==> config.mk <==
export PLATFORM = sky130hd
export DESIGN_NAME = periodic_timer_scheduler_flat
export DESIGN_NICKNAME = d
export VERILOG_FILES = /design/src/pts_pkg.sv /design/src/pts_if.sv /design/src/periodic_timer_scheduler.sv /design/src/flat_wrapper.sv
export SDC_FILE = /design/constraint.sdc
export NUM_CORES = 2
export LEC_CHECK = 0
export ABC_CLOCK_PERIOD_IN_PS = 6900
export BUFFER_PORTS_ARGS = -buffer_cell sky130_fd_sc_hd__buf_2
export CAP_MARGIN = 25
export CORE_UTILIZATION = 38
export DETAILED_ROUTE_END_ITERATION = 10
export PLACE_DENSITY_LB_ADDON = 0.15
export SLEW_MARGIN = 20
export SYNTH_ARGS = -nofsm -noshare
export SYNTH_HDL_FRONTEND = slang
export SYNTH_SLANG_ARGS = --single-unit
export TNS_END_PERCENT = 1
==> constraint.sdc <==
create_clock -name clk -period 6.9 [get_ports clk]
set_input_delay 1.38 -clock clk [delete_from_list [all_inputs] [get_ports clk]]
set_output_delay 1.38 -clock clk [all_outputs]
set_load 0.05 [all_outputs]
==> src/pts_pkg.sv <==
`default_nettype none
package pts_pkg;

  // table size and time width
  localparam int NUM_TIMERS = 16;
  localparam int TIME_BITS  = 40;
  localparam int MAX_FIRE   = 16;

  localparam int SLOT_W     = (NUM_TIMERS > 1) ? $clog2(NUM_TIMERS) : 1;
  localparam int FIRE_CNT_W = $clog2(MAX_FIRE + 1);
  localparam int ORDER_W    = 32;
  localparam int ADD_W      = ((TIME_BITS > 32) ? TIME_BITS : 32) + 1;

  localparam logic [TIME_BITS-1:0] MAX_TIME = '1;

  // item field widths
  localparam int CMD_W       = 2;
  localparam int SLOT_FIELD_W = 4;
  localparam int PERIOD_W    = 32;
  localparam int NOW_W       = 40;
  localparam int TOL_W       = 16;

  // configuration port
  localparam int ADDR_W = 3;
  localparam int DATA_W = 32;
  localparam logic [TOL_W-1:0] TOL_RESET = 16'd500;

  typedef enum logic [CMD_W-1:0] {
    CMD_REG   = 2'd0,
    CMD_UNREG = 2'd1,
    CMD_SCAN  = 2'd2,
    CMD_RSVD  = 2'd3
  } cmd_t;

  typedef enum logic {
    REG_RUNNING   = 1'b0,
    REG_TOLERANCE = 1'b1
  } reg_idx_t;

endpackage
`default_nettype wire

==> src/pts_if.sv <==
`default_nettype none
// command channel
interface pts_cmd_if;
  logic                              valid;
  logic                              ready;
  logic [pts_pkg::CMD_W-1:0]         command;
  logic [pts_pkg::SLOT_FIELD_W-1:0]  timer_slot;
  logic [pts_pkg::PERIOD_W-1:0]      period_ms;
  logic [pts_pkg::NOW_W-1:0]         now_ms;

  modport source (output valid, command, timer_slot, period_ms, now_ms, input ready);
  modport sink   (input valid, command, timer_slot, period_ms, now_ms, output ready);
endinterface

// fired timer channel
interface pts_fire_if;
  logic                              valid;
  logic                              ready;
  logic [pts_pkg::SLOT_FIELD_W-1:0]  fired_slot;
  logic [pts_pkg::NOW_W-1:0]         due_time_ms;
  logic                              last_fire;

  modport source (output valid, fired_slot, due_time_ms, last_fire, input ready);
  modport sink   (input valid, fired_slot, due_time_ms, last_fire, output ready);
endinterface
`default_nettype wire

==> src/periodic_timer_scheduler.sv <==
`default_nettype none
// channel    dir  handshake     payload
// cmd_in     in   valid/ready   command, timer_slot, period_ms, now_ms
// fire_out   out  valid/ready   fired_slot, due_time_ms, last_fire
// apb        in   psel/penable  running (0x0), tolerance_ms (0x4)
//
// register passes through ST_ARM before the channel reopens; unregister and ignored items finish in the accept cycle
// scan sets its limit in ST_LIMIT, then one comparator walks the slot table one
//   entry per cycle in ST_PASS for each fired slot, each walk followed by ST_COMMIT
// a stall on fire_out holds ST_COMMIT until the output register frees
// reset is synchronous: all slots idle, running on, tolerance 500 ms
module periodic_timer_scheduler (
  input  wire logic                         clk,
  input  wire logic                         rst,
  pts_cmd_if.sink                           cmd_in,
  pts_fire_if.source                        fire_out,
  input  wire logic                         psel,
  input  wire logic                         penable,
  input  wire logic                         pwrite,
  input  wire logic [pts_pkg::ADDR_W-1:0]   paddr,
  input  wire logic [pts_pkg::DATA_W-1:0]   pwdata,
  output logic      [pts_pkg::DATA_W-1:0]   prdata,
  output logic                              pready
);

  typedef enum logic [2:0] {
    ST_IDLE,
    ST_ARM,
    ST_LIMIT,
    ST_PASS,
    ST_COMMIT
  } state_t;

  state_t state;

  // configuration registers
  logic                           running;
  logic [pts_pkg::TOL_W-1:0]      tolerance_ms;

  // slot table
  logic [pts_pkg::NUM_TIMERS-1:0] slot_armed;
  logic [pts_pkg::TIME_BITS-1:0]  slot_deadline [pts_pkg::NUM_TIMERS];
  logic [pts_pkg::PERIOD_W-1:0]   slot_period   [pts_pkg::NUM_TIMERS];
  logic [pts_pkg::ORDER_W-1:0]    slot_order    [pts_pkg::NUM_TIMERS];
  logic [pts_pkg::ORDER_W-1:0]    insert_counter;

  // latched item
  logic [pts_pkg::SLOT_W-1:0]     slot_r;
  logic [pts_pkg::PERIOD_W-1:0]   period_r;
  logic [pts_pkg::TIME_BITS-1:0]  now_r;

  // scan state
  logic [pts_pkg::TIME_BITS-1:0]  limit;
  logic [pts_pkg::NUM_TIMERS-1:0] picked;
  logic [pts_pkg::SLOT_W-1:0]     k;
  logic                           found;
  logic [pts_pkg::SLOT_W-1:0]     best_idx;
  logic [pts_pkg::TIME_BITS-1:0]  best_dl;
  logic [pts_pkg::ORDER_W-1:0]    best_ord;
  logic [pts_pkg::PERIOD_W-1:0]   best_per;
  logic                           have_pend;
  logic [pts_pkg::SLOT_W-1:0]     pend_idx;
  logic [pts_pkg::TIME_BITS-1:0]  pend_dl;
  logic [pts_pkg::FIRE_CNT_W-1:0] fire_cnt;

  // output register
  logic                           out_valid;
  logic [pts_pkg::SLOT_W-1:0]     out_idx;
  logic [pts_pkg::TIME_BITS-1:0]  out_dl;
  logic                           out_last;

  // shared saturating adder
  logic [pts_pkg::ADD_W-1:0]      add_b;
  logic [pts_pkg::ADD_W-1:0]      add_sum;
  logic [pts_pkg::TIME_BITS-1:0]  sat_sum;

  always_comb begin
    unique case (state)
      ST_ARM:   add_b = pts_pkg::ADD_W'(period_r);
      ST_LIMIT: add_b = pts_pkg::ADD_W'(tolerance_ms);
      default:  add_b = pts_pkg::ADD_W'(best_per);
    endcase
  end

  assign add_sum = pts_pkg::ADD_W'(now_r) + add_b;
  assign sat_sum = (add_sum > pts_pkg::ADD_W'(pts_pkg::MAX_TIME)) ? pts_pkg::MAX_TIME :
                   pts_pkg::TIME_BITS'(add_sum);

  // shared comparator on the slot under the walk
  logic [pts_pkg::TIME_BITS-1:0]  dl_k;
  logic [pts_pkg::ORDER_W-1:0]    ord_k;
  logic                           elig;
  logic                           better;
  logic                           take_k;

  assign dl_k   = slot_deadline[k];
  assign ord_k  = slot_order[k];
  assign elig   = slot_armed[k] && !picked[k] && (dl_k <= limit);
  assign better = !found || (dl_k < best_dl) || ((dl_k == best_dl) && (ord_k < best_ord));
  assign take_k = (state == ST_PASS) && elig && better;

  // handshake and commit decisions
  logic                           in_acc;
  logic                           out_free;
  logic                           can_fire;
  logic                           do_fire;
  logic                           do_push;
  logic                           in_slot_ok;
  logic [pts_pkg::SLOT_W-1:0]     in_sidx;

  assign cmd_in.ready = (state == ST_IDLE);
  assign in_acc       = cmd_in.valid && cmd_in.ready;
  assign out_free     = !out_valid || fire_out.ready;
  assign can_fire     = found && (fire_cnt < pts_pkg::FIRE_CNT_W'(pts_pkg::MAX_FIRE));
  assign do_fire      = (state == ST_COMMIT) && can_fire && (!have_pend || out_free);
  assign do_push      = (state == ST_COMMIT) && have_pend && out_free;
  assign in_slot_ok   = 32'(cmd_in.timer_slot) < 32'(pts_pkg::NUM_TIMERS);
  assign in_sidx      = pts_pkg::SLOT_W'(cmd_in.timer_slot);

  // sequencer
  always_ff @(posedge clk) begin
    if (rst) begin
      state          <= ST_IDLE;
      slot_armed     <= '0;
      insert_counter <= '0;
      picked         <= '0;
      k              <= '0;
      found          <= 1'b0;
      have_pend      <= 1'b0;
      fire_cnt       <= '0;
      out_valid      <= 1'b0;
    end else begin
      // output register: load on push, clear once taken
      if (do_push) begin
        out_valid <= 1'b1;
      end else if (fire_out.ready) begin
        out_valid <= 1'b0;
      end
      unique case (state)
        ST_IDLE: begin
          if (in_acc) begin
            unique case (pts_pkg::cmd_t'(cmd_in.command))
              pts_pkg::CMD_REG: begin
                if (in_slot_ok && !slot_armed[in_sidx]) begin
                  state <= ST_ARM;
                end
              end
              pts_pkg::CMD_UNREG: begin
                if (in_slot_ok) begin
                  slot_armed[in_sidx] <= 1'b0;
                end
              end
              pts_pkg::CMD_SCAN: begin
                if (running) begin
                  state <= ST_LIMIT;
                end
              end
              default: ;
            endcase
          end
        end
        ST_ARM: begin
          slot_armed[slot_r] <= 1'b1;
          insert_counter     <= insert_counter + 1'b1;
          state              <= ST_IDLE;
        end
        ST_LIMIT: begin
          picked    <= '0;
          k         <= '0;
          found     <= 1'b0;
          have_pend <= 1'b0;
          fire_cnt  <= '0;
          state     <= ST_PASS;
        end
        ST_PASS: begin
          if (take_k) begin
            found <= 1'b1;
          end
          if (k == pts_pkg::SLOT_W'(pts_pkg::NUM_TIMERS - 1)) begin
            k     <= '0;
            state <= ST_COMMIT;
          end else begin
            k <= k + 1'b1;
          end
        end
        ST_COMMIT: begin
          if (can_fire) begin
            if (do_fire) begin
              picked[best_idx] <= 1'b1;
              insert_counter   <= insert_counter + 1'b1;
              fire_cnt         <= fire_cnt + 1'b1;
              have_pend        <= 1'b1;
              found            <= 1'b0;
              state            <= ST_PASS;
            end
          end else if (!have_pend || out_free) begin
            state <= ST_IDLE;
          end
        end
        default: state <= ST_IDLE;
      endcase
    end
  end

  // datapath registers and slot table payload
  always_ff @(posedge clk) begin
    if (in_acc) begin
      slot_r   <= in_sidx;
      period_r <= cmd_in.period_ms;
      now_r    <= pts_pkg::TIME_BITS'(cmd_in.now_ms);
    end
    if (state == ST_ARM) begin
      slot_deadline[slot_r] <= sat_sum;
      slot_period[slot_r]   <= period_r;
      slot_order[slot_r]    <= insert_counter;
    end
    if (state == ST_LIMIT) begin
      limit <= sat_sum;
    end
    if (take_k) begin
      best_idx <= k;
      best_dl  <= dl_k;
      best_ord <= ord_k;
      best_per <= slot_period[k];
    end
    if (do_push) begin
      out_idx  <= pend_idx;
      out_dl   <= pend_dl;
      out_last <= !can_fire;
    end
    if (do_fire) begin
      pend_idx                <= best_idx;
      pend_dl                 <= best_dl;
      slot_deadline[best_idx] <= sat_sum;
      slot_order[best_idx]    <= insert_counter;
    end
  end

  assign fire_out.valid       = out_valid;
  assign fire_out.fired_slot  = pts_pkg::SLOT_FIELD_W'(out_idx);
  assign fire_out.due_time_ms = pts_pkg::NOW_W'(out_dl);
  assign fire_out.last_fire   = out_last;

  // configuration port
  logic               cfg_wr;
  pts_pkg::reg_idx_t  cfg_idx;

  assign pready  = 1'b1;
  assign cfg_wr  = psel && penable && pwrite && pready;
  assign cfg_idx = pts_pkg::reg_idx_t'(paddr[pts_pkg::ADDR_W-1]);

  always_ff @(posedge clk) begin
    if (rst) begin
      running      <= 1'b1;
      tolerance_ms <= pts_pkg::TOL_RESET;
    end else if (cfg_wr) begin
      unique case (cfg_idx)
        pts_pkg::REG_RUNNING:   running      <= pwdata[0];
        pts_pkg::REG_TOLERANCE: tolerance_ms <= pwdata[pts_pkg::TOL_W-1:0];
        default: ;
      endcase
    end
  end

  // register read back
  always_comb begin
    unique case (cfg_idx)
      pts_pkg::REG_RUNNING:   prdata = pts_pkg::DATA_W'(running);
      pts_pkg::REG_TOLERANCE: prdata = pts_pkg::DATA_W'(tolerance_ms);
      default:                prdata = '0;
    endcase
  end

endmodule
`default_nettype wire

==> src/flat_wrapper.sv <==
// flat-port wrapper written by rule: the top's interface ports become plain ports
module periodic_timer_scheduler_flat 
  (clk, rst, psel, penable, pwrite, paddr, pwdata, prdata, pready, cmd_in_valid, cmd_in_command, cmd_in_timer_slot, cmd_in_period_ms, cmd_in_now_ms, cmd_in_ready, fire_out_valid, fire_out_fired_slot, fire_out_due_time_ms, fire_out_last_fire, fire_out_ready);
  pts_cmd_if cmd_in_i ();
  pts_fire_if fire_out_i ();
  input  wire logic clk;
  input  wire logic rst;
  input  wire logic psel;
  input  wire logic penable;
  input  wire logic pwrite;
  input  wire logic [pts_pkg::ADDR_W-1:0] paddr;
  input  wire logic [pts_pkg::DATA_W-1:0] pwdata;
  output logic      [pts_pkg::DATA_W-1:0] prdata;
  output logic pready;
  input wire logic [$bits(cmd_in_i.valid)-1:0] cmd_in_valid;
  input wire logic [$bits(cmd_in_i.command)-1:0] cmd_in_command;
  input wire logic [$bits(cmd_in_i.timer_slot)-1:0] cmd_in_timer_slot;
  input wire logic [$bits(cmd_in_i.period_ms)-1:0] cmd_in_period_ms;
  input wire logic [$bits(cmd_in_i.now_ms)-1:0] cmd_in_now_ms;
  output wire logic [$bits(cmd_in_i.ready)-1:0] cmd_in_ready;
  output wire logic [$bits(fire_out_i.valid)-1:0] fire_out_valid;
  output wire logic [$bits(fire_out_i.fired_slot)-1:0] fire_out_fired_slot;
  output wire logic [$bits(fire_out_i.due_time_ms)-1:0] fire_out_due_time_ms;
  output wire logic [$bits(fire_out_i.last_fire)-1:0] fire_out_last_fire;
  input wire logic [$bits(fire_out_i.ready)-1:0] fire_out_ready;
  assign cmd_in_i.valid = cmd_in_valid;
  assign cmd_in_i.command = cmd_in_command;
  assign cmd_in_i.timer_slot = cmd_in_timer_slot;
  assign cmd_in_i.period_ms = cmd_in_period_ms;
  assign cmd_in_i.now_ms = cmd_in_now_ms;
  assign cmd_in_ready = cmd_in_i.ready;
  assign fire_out_valid = fire_out_i.valid;
  assign fire_out_fired_slot = fire_out_i.fired_slot;
  assign fire_out_due_time_ms = fire_out_i.due_time_ms;
  assign fire_out_last_fire = fire_out_i.last_fire;
  assign fire_out_i.ready = fire_out_ready;
  periodic_timer_scheduler u_core (.clk(clk), .rst(rst), .cmd_in(cmd_in_i), .fire_out(fire_out_i), .psel(psel), .penable(penable), .pwrite(pwrite), .paddr(paddr), .pwdata(pwdata), .prdata(prdata), .pready(pready));
endmodule
Word level (Yosys, flattened, before mapping)
Memory sizes are Yosys's and may differ from the RTL's. A register that Yosys moved wholly into a read port is not among the register bits. Index checks and enable logic that the tools add are counted.

Register bits after elaboration: 377. RAM bits: 1664. Bits of input ports: 120. Output and inout bits: 80. Word-level logic and storage cells: 169. Memories kept: 3.

Add/subtract/negate cells: 4. Magnitude comparators: 12. Eq/ne operators: 19. Muxes and demuxes: 61. Bitwise gates (word level): 5. Reduce and logical (&&, ||, !) cells: 42.

Memories: u_core.slot_deadline (depth 16, width 40, read ports 1, clocked after memory_dff 1, wr ports 1, RTL line periodic_timer_scheduler.sv:42) `logic [pts_pkg::TIME_BITS-1:0] slot_deadline [pts_pkg::NUM_TIMERS];`; u_core.slot_order (depth 16, width 32, read ports 1, clocked after memory_dff 1, wr ports 1, RTL line periodic_timer_scheduler.sv:44) `logic [pts_pkg::ORDER_W-1:0] slot_order [pts_pkg::NUM_TIMERS];`; u_core.slot_period (depth 16, width 32, read ports 1, clocked after memory_dff 1, wr ports 1, RTL line periodic_timer_scheduler.sv:43) `logic [pts_pkg::PERIOD_W-1:0] slot_period [pts_pkg::NUM_TIMERS];`.

Operators by type and width (number): case mux 32 bit (2 select lines) (3); two-way mux 32 bit (3); two-way mux 40 bit (2); two-way mux 16 bit (4); case mux 16 bit (2 select lines) (2); adder 40 x 32 -> 41 bit (1); > comparator 41 x 40 -> 1 bit, second input constant (1); == test 40 bit (1); <= comparator 40 bit (1); < comparator 40 bit (1); OR reduction 40 bit (1); adder 32 x 1 -> 32 bit, second input constant (1); < comparator 32 bit (1); bitwise OR 16 bit (2); OR reduction 32 bit (1); two-way mux 4 bit (7); two-way mux 3 bit (7); < comparator 4 x 5 -> 1 bit, second input constant (4); two-way mux 1 bit (19); bitwise AND 16 bit (1); logical AND 1 bit (16); NOT 16 bit (1); binary-select mux 1 bit (select 4 bit) (3); demux 1 bit (select 4 bit) (3); other kinds (32) (57).

Depth between registers and ports, before layout
Depth after elaboration: 9. Mapped depth: 19. Depth with buffers taken out: 17.

Worst setup path after synthesis
Ideal clock, no wire load.

Path kind: input port to flip-flop. Start: in fire_out_ready. End: mem u_core.slot_deadline[8][0] (netlist name) (enable). Data arrival time: 6.697 ns. Required time: 6.397 ns. Slack: -0.300 ns. Stages: 7. Buffers on the path: 1. Cells stage by stage: nand3b_1 > nand4_1 > clkbuf_1 > nand2_1 > nor2_1 > nor2_1 > nor2_1.

Word-level cells in the longest chain between the ends: 7. Elaborated cells between the ends (all ways): 8. Those cells by class: mux (4); reduce/logical (4).

RTL lines: start, declared (RTL line flat_wrapper.sv:25) `input wire logic [$bits(fire_out_i.ready)-1:0] fire_out_ready;`; logical OR 1 bit (*) (RTL line periodic_timer_scheduler.sv:113) `assign out_free = !out_valid || fire_out.ready;`; logical OR 1 bit (*) (RTL line periodic_timer_scheduler.sv:115) `assign do_fire = (state == ST_COMMIT) && can_fire && (!have_pend || out_free);`; logical AND 1 bit (*) (RTL line periodic_timer_scheduler.sv:115); two-way mux 1 bit (*) (RTL line periodic_timer_scheduler.sv:231) `if (do_fire) begin`; two-way mux 1 bit (implied by the code) (*) (RTL line periodic_timer_scheduler.sv:234) `slot_deadline[best_idx] <= sat_sum;`; OR reduction 40 bit (no line); two-way mux 4 bit (no line) / two-way mux 1 bit (equally long branches); end, declared (RTL line periodic_timer_scheduler.sv:42).

Mark *: on every way between the ends. The rest lies on a longest branch, timed or not.

==> results.py <==
metrics = {
    "worst_setup_path": {
        "reg2reg_depth": 12,
        "path_delay_family": "simple AND/OR/NAND/NOR gates",
        "r2r_slack_ps": 1270,
        "crit_type": "reg -> reg",
        "required_ps": 7410,
        "crit_buf_inv": 3,
        "cp_slowest_stage_delay_ps": 680,
        "crit_path_end_kind": "flip-flop",
        "critPathArrivalTime_ps": 6140,
        "crit_path_max_fanout": 19,
        "r2r-end": "u_core.best_idx[2]",
        "cp_slowest_cell": "or4_1",
        "path_cells": "buf_12, mux4_2, mux4_2, ha_1, nand4_1, nor2_1, nand4_1, or4_1, a21oi_1, buf_4, o21a_4, buf_4",
        "cp-start-kind": "flip-flop",
    },
    "grt": {
        "grt.total_usage_pct": 19.20,
        "grt_util_met3_pct": 3.710,
        "grt_busiest_layer": "met2",
        "grt_pass1_vias": 40763,
        "overflow": 0,
        "grt_pass1_wl_um": 297000,
        "met2_usage_pct": 30.28,
        "use_met1_pct": 27.35,
        "antenna_found_initial": 17,
        "grt_max_degree": 90,
    },
    "timing": {
        "rsz0062_at_grt": "no",
        "finalSetupTns_ps": 0,
        "max_freq_ghz": 0.1777,
        "fin_skew_ps": 32.39,
        "hold_slack_ps": 416.8,
        "worstMarginPinSlew_ps": 1050,
        "hold_violations": 0,
        "drv_slew": 0,
        "finalCriticalPeriod_ps": 5629,
        "slew-limit-headroom_pct": 30.00,
        "setup_viol": 0,
        "finalCritPeriodShare_pct": 81.58,
    },
    "synth": {
        "synthCells": 3982,
        "synth_top_cell_by_area": "edfxtp_1",
        "async_flop_share_pct": 0,
        "syn_area_um2": 81640,
        "netlist_top_cells_area": "edfxtp_1, mux4_2, dfxtp_1",
        "ys_ff_latch": 2077,
        "synth_seq_area_share_pct": 75.17,
        "synth_ff_type": "edfxtp_1",
        "synth_top_area_share_pct": 72.71,
        "yosysWarnings": 0,
        "ys_types": 75,
        "synth_edf_count": 1977,
        "synth_area_per_cell_um2": 20.50,
    },
    "min_path": {
        "hold_start": "u_core.pend_dl[2]",
        "min_to": "u_core.fire_out.due_time_ms[2]",
        "hold_depth": 0,
        "hold_path.class": "reg -> reg",
    },
    "floorplanning": {
        "die_area_um2": 216700,
        "rows": 169,
        "fp.dieW_um": 465.5,
        "io_pins": 200,
        "dieHeight_um": 465.5,
        "start_util_pct": 38.38,
        "core_um2": 212700,
    },
    "clocking": {
        "clock_path_buffers": 3,
        "worstSkewPairLatency_ps": 850,
        "h-tree-depth": 4,
        "path_clk_slew_ps": 60,
        "clock_sinks": 2077,
        "cts_root_buffer": "clkbuf_16",
        "cts_resized": 0,
        "cts_setup_buffers": 0,
        "postCtsHoldBufs": 0,
        "cts_tree": "built",
        "cts_made_buffers": 213,
    },
    "placed_design": {
        "place_area_um2": 86950,
        "io_buffers": 164,
        "dp_hpwl_um": 112800,
        "gp_congestion": 0.7693,
        "place_inst": 6932,
    },
    "route": {
        "detail_route.vias_per_cell": 5.436,
        "first_pass_iters": 5,
        "routed_wl_um": 207900,
        "drt_iter0_markers": 3591,
        "vias": 39845,
        "wl_per_cell_um": 28.36,
        "antenna_left": 0,
        "route.detailed.drc": 0,
    },
    "finish": {
        "syn2layout_area_growth_pct": 14.88,
        "drive_gt1_share_pct": 26.20,
        "stdcell_area_um2": 93800,
        "fin_nets": 4595,
        "final_cells": 7330,
        "layout_commonest_cell": "edfxtp_1",
        "final_cell_mix": "edfxtp_1, mux4_2, clkbuf_16, buf_2, nand2_1",
    },
    "power_and_ir_drop": {
        "vdd_drop_max_v": 0.0002555,
        "power.leakage_nw": 30.45,
        "p_per_area_nw_per_um2": 285.5,
    },
    "job": {
        "cap_violations": 0,
    },
    "run_status": {
        "outcome": "finished clean",
    },
}
-- metal layers --
metal / up-vias / wire [µm]
met5: - / 74
met3: 276 / 11670
met1: 21415 / 92780
met4: 14 / 4679
li1: 17049 / -
met2: 1091 / 98660
-- cell usage after synthesis, types with 9 or more instances --
library cell and count:
nor3_1 10, and3_1 14, nand2_1 155, nor3b_1 10, a211oi_1 17, a21oi_1 101
o21ai_0 45, and2_1 22, mux4_2 522, nand3_1 33, nand4_1 41, dfxtp_1 100
buf_4 17, nor2_1 152, a31oi_1 13, edfxtp_1 1977, ha_1 147, clkbuf_1 100
inv_1 137, a211o_1 9, o22ai_1 20, nand3b_1 9, xnor2_1 24, o21a_1 12
buf_2 20, or3_1 9, nand2b_1 16, a21o_1 36, a22oi_1 17, xor2_1 29
buf_1 35, o211ai_1 13, nor2b_1 18, a22o_1 16
-- worst reg2reg max path, delay by kind of cell, from the launching register on --
family	cells	cell delay (ps)
buffers and inverters	3	890
AND/OR/NAND/NOR	4	1720
multiplexers	2	1170
flip-flops	1	600
adder cells (fa/ha/maj)	1	370
AO/OA/AOI/OAI	2	550
-- power breakdown --
part           total, mW  leakage (nW)  switching, mW  internal [mW]
Clock               11.3          3.32           4.87           6.43
Sequential          14.3          19.1          0.111           14.2
Combinational       1.19          8.01          0.861          0.324
-- sequential cells by signal, summed over array words and instances, names as in the netlist, 32 cells and up, named ones only --
| signal | flops |
|---|---|
| u_core.slot_order | 512 |
| u_core.period_r | 32 |
| u_core.fire_out.due_time_ms | 40 |
| u_core.now_r | 40 |
| u_core.limit | 40 |
| u_core.slot_deadline | 640 |
| u_core.insert_counter | 32 |
| u_core.best_ord | 32 |
| u_core.slot_period | 512 |
| u_core.pend_dl | 40 |
| u_core.best_per | 32 |
| u_core.best_dl | 40 |
-- metrics by stage --
step	setup slack [ps]	power, mW	utilization (%)
floorplan	-300.2	15.13	-
global placement	1165	15.72	40.87
detailed placement	1101	15.75	40.87
CTS	1084	27.06	44.09
global route	994.3	27.64	44.09
finish	1271	26.78	44.09
-- cell families (layout without fill, tap and decap cells) --
kind of cell    count (synthesis)  after routing  share of synthesized area, %
flops                        2077           2077                         75.17
buf+inv                       314            825                         1.589
other cells                     2             18                      0.009198
xor+xnor                       53             53                        0.5685
fa+ha+maj                     148            148                         2.277
simple gates                  514            514                         3.028
compound gates                343            343                         2.786
mux                           531            531                         14.58
-- layout make-up --
| class | instances | area [µm²] |
|---|---|---|
| diodes | 1 | 2.502 |
| clock buffers | 282 | 5762 |
| clock inverters | 114 | 1079 |
| fillers | 18252 | 118900 |
| inverters | 138 | 519.2 |
| multi-input cells | 1606 | 19370 |
| flip-flops and latches | 2077 | 61400 |
| well taps | 2821 | 3530 |
| repair buffers | 291 | 2137 |
-- worst max path at each step --
stage	start	to	slack, ps	depth (start not counted)
2_1_floorplan	fire_out_ready	u_core.slot_deadline[9][0]	-300	7
3_5_place_dp	flip-flop	u_core.best_per[5]	1100	14
6_report	flip-flop	u_core.best_idx[2]	1270	12
4_1_cts	flip-flop	u_core.best_per[6]	1080	14
3_3_place_gp	flip-flop	u_core.best_ord[5]	1170	14
5_1_grt	flip-flop	u_core.best_ord[6]	990	14
No activity file was read; power rests on OpenSTA's default activity.
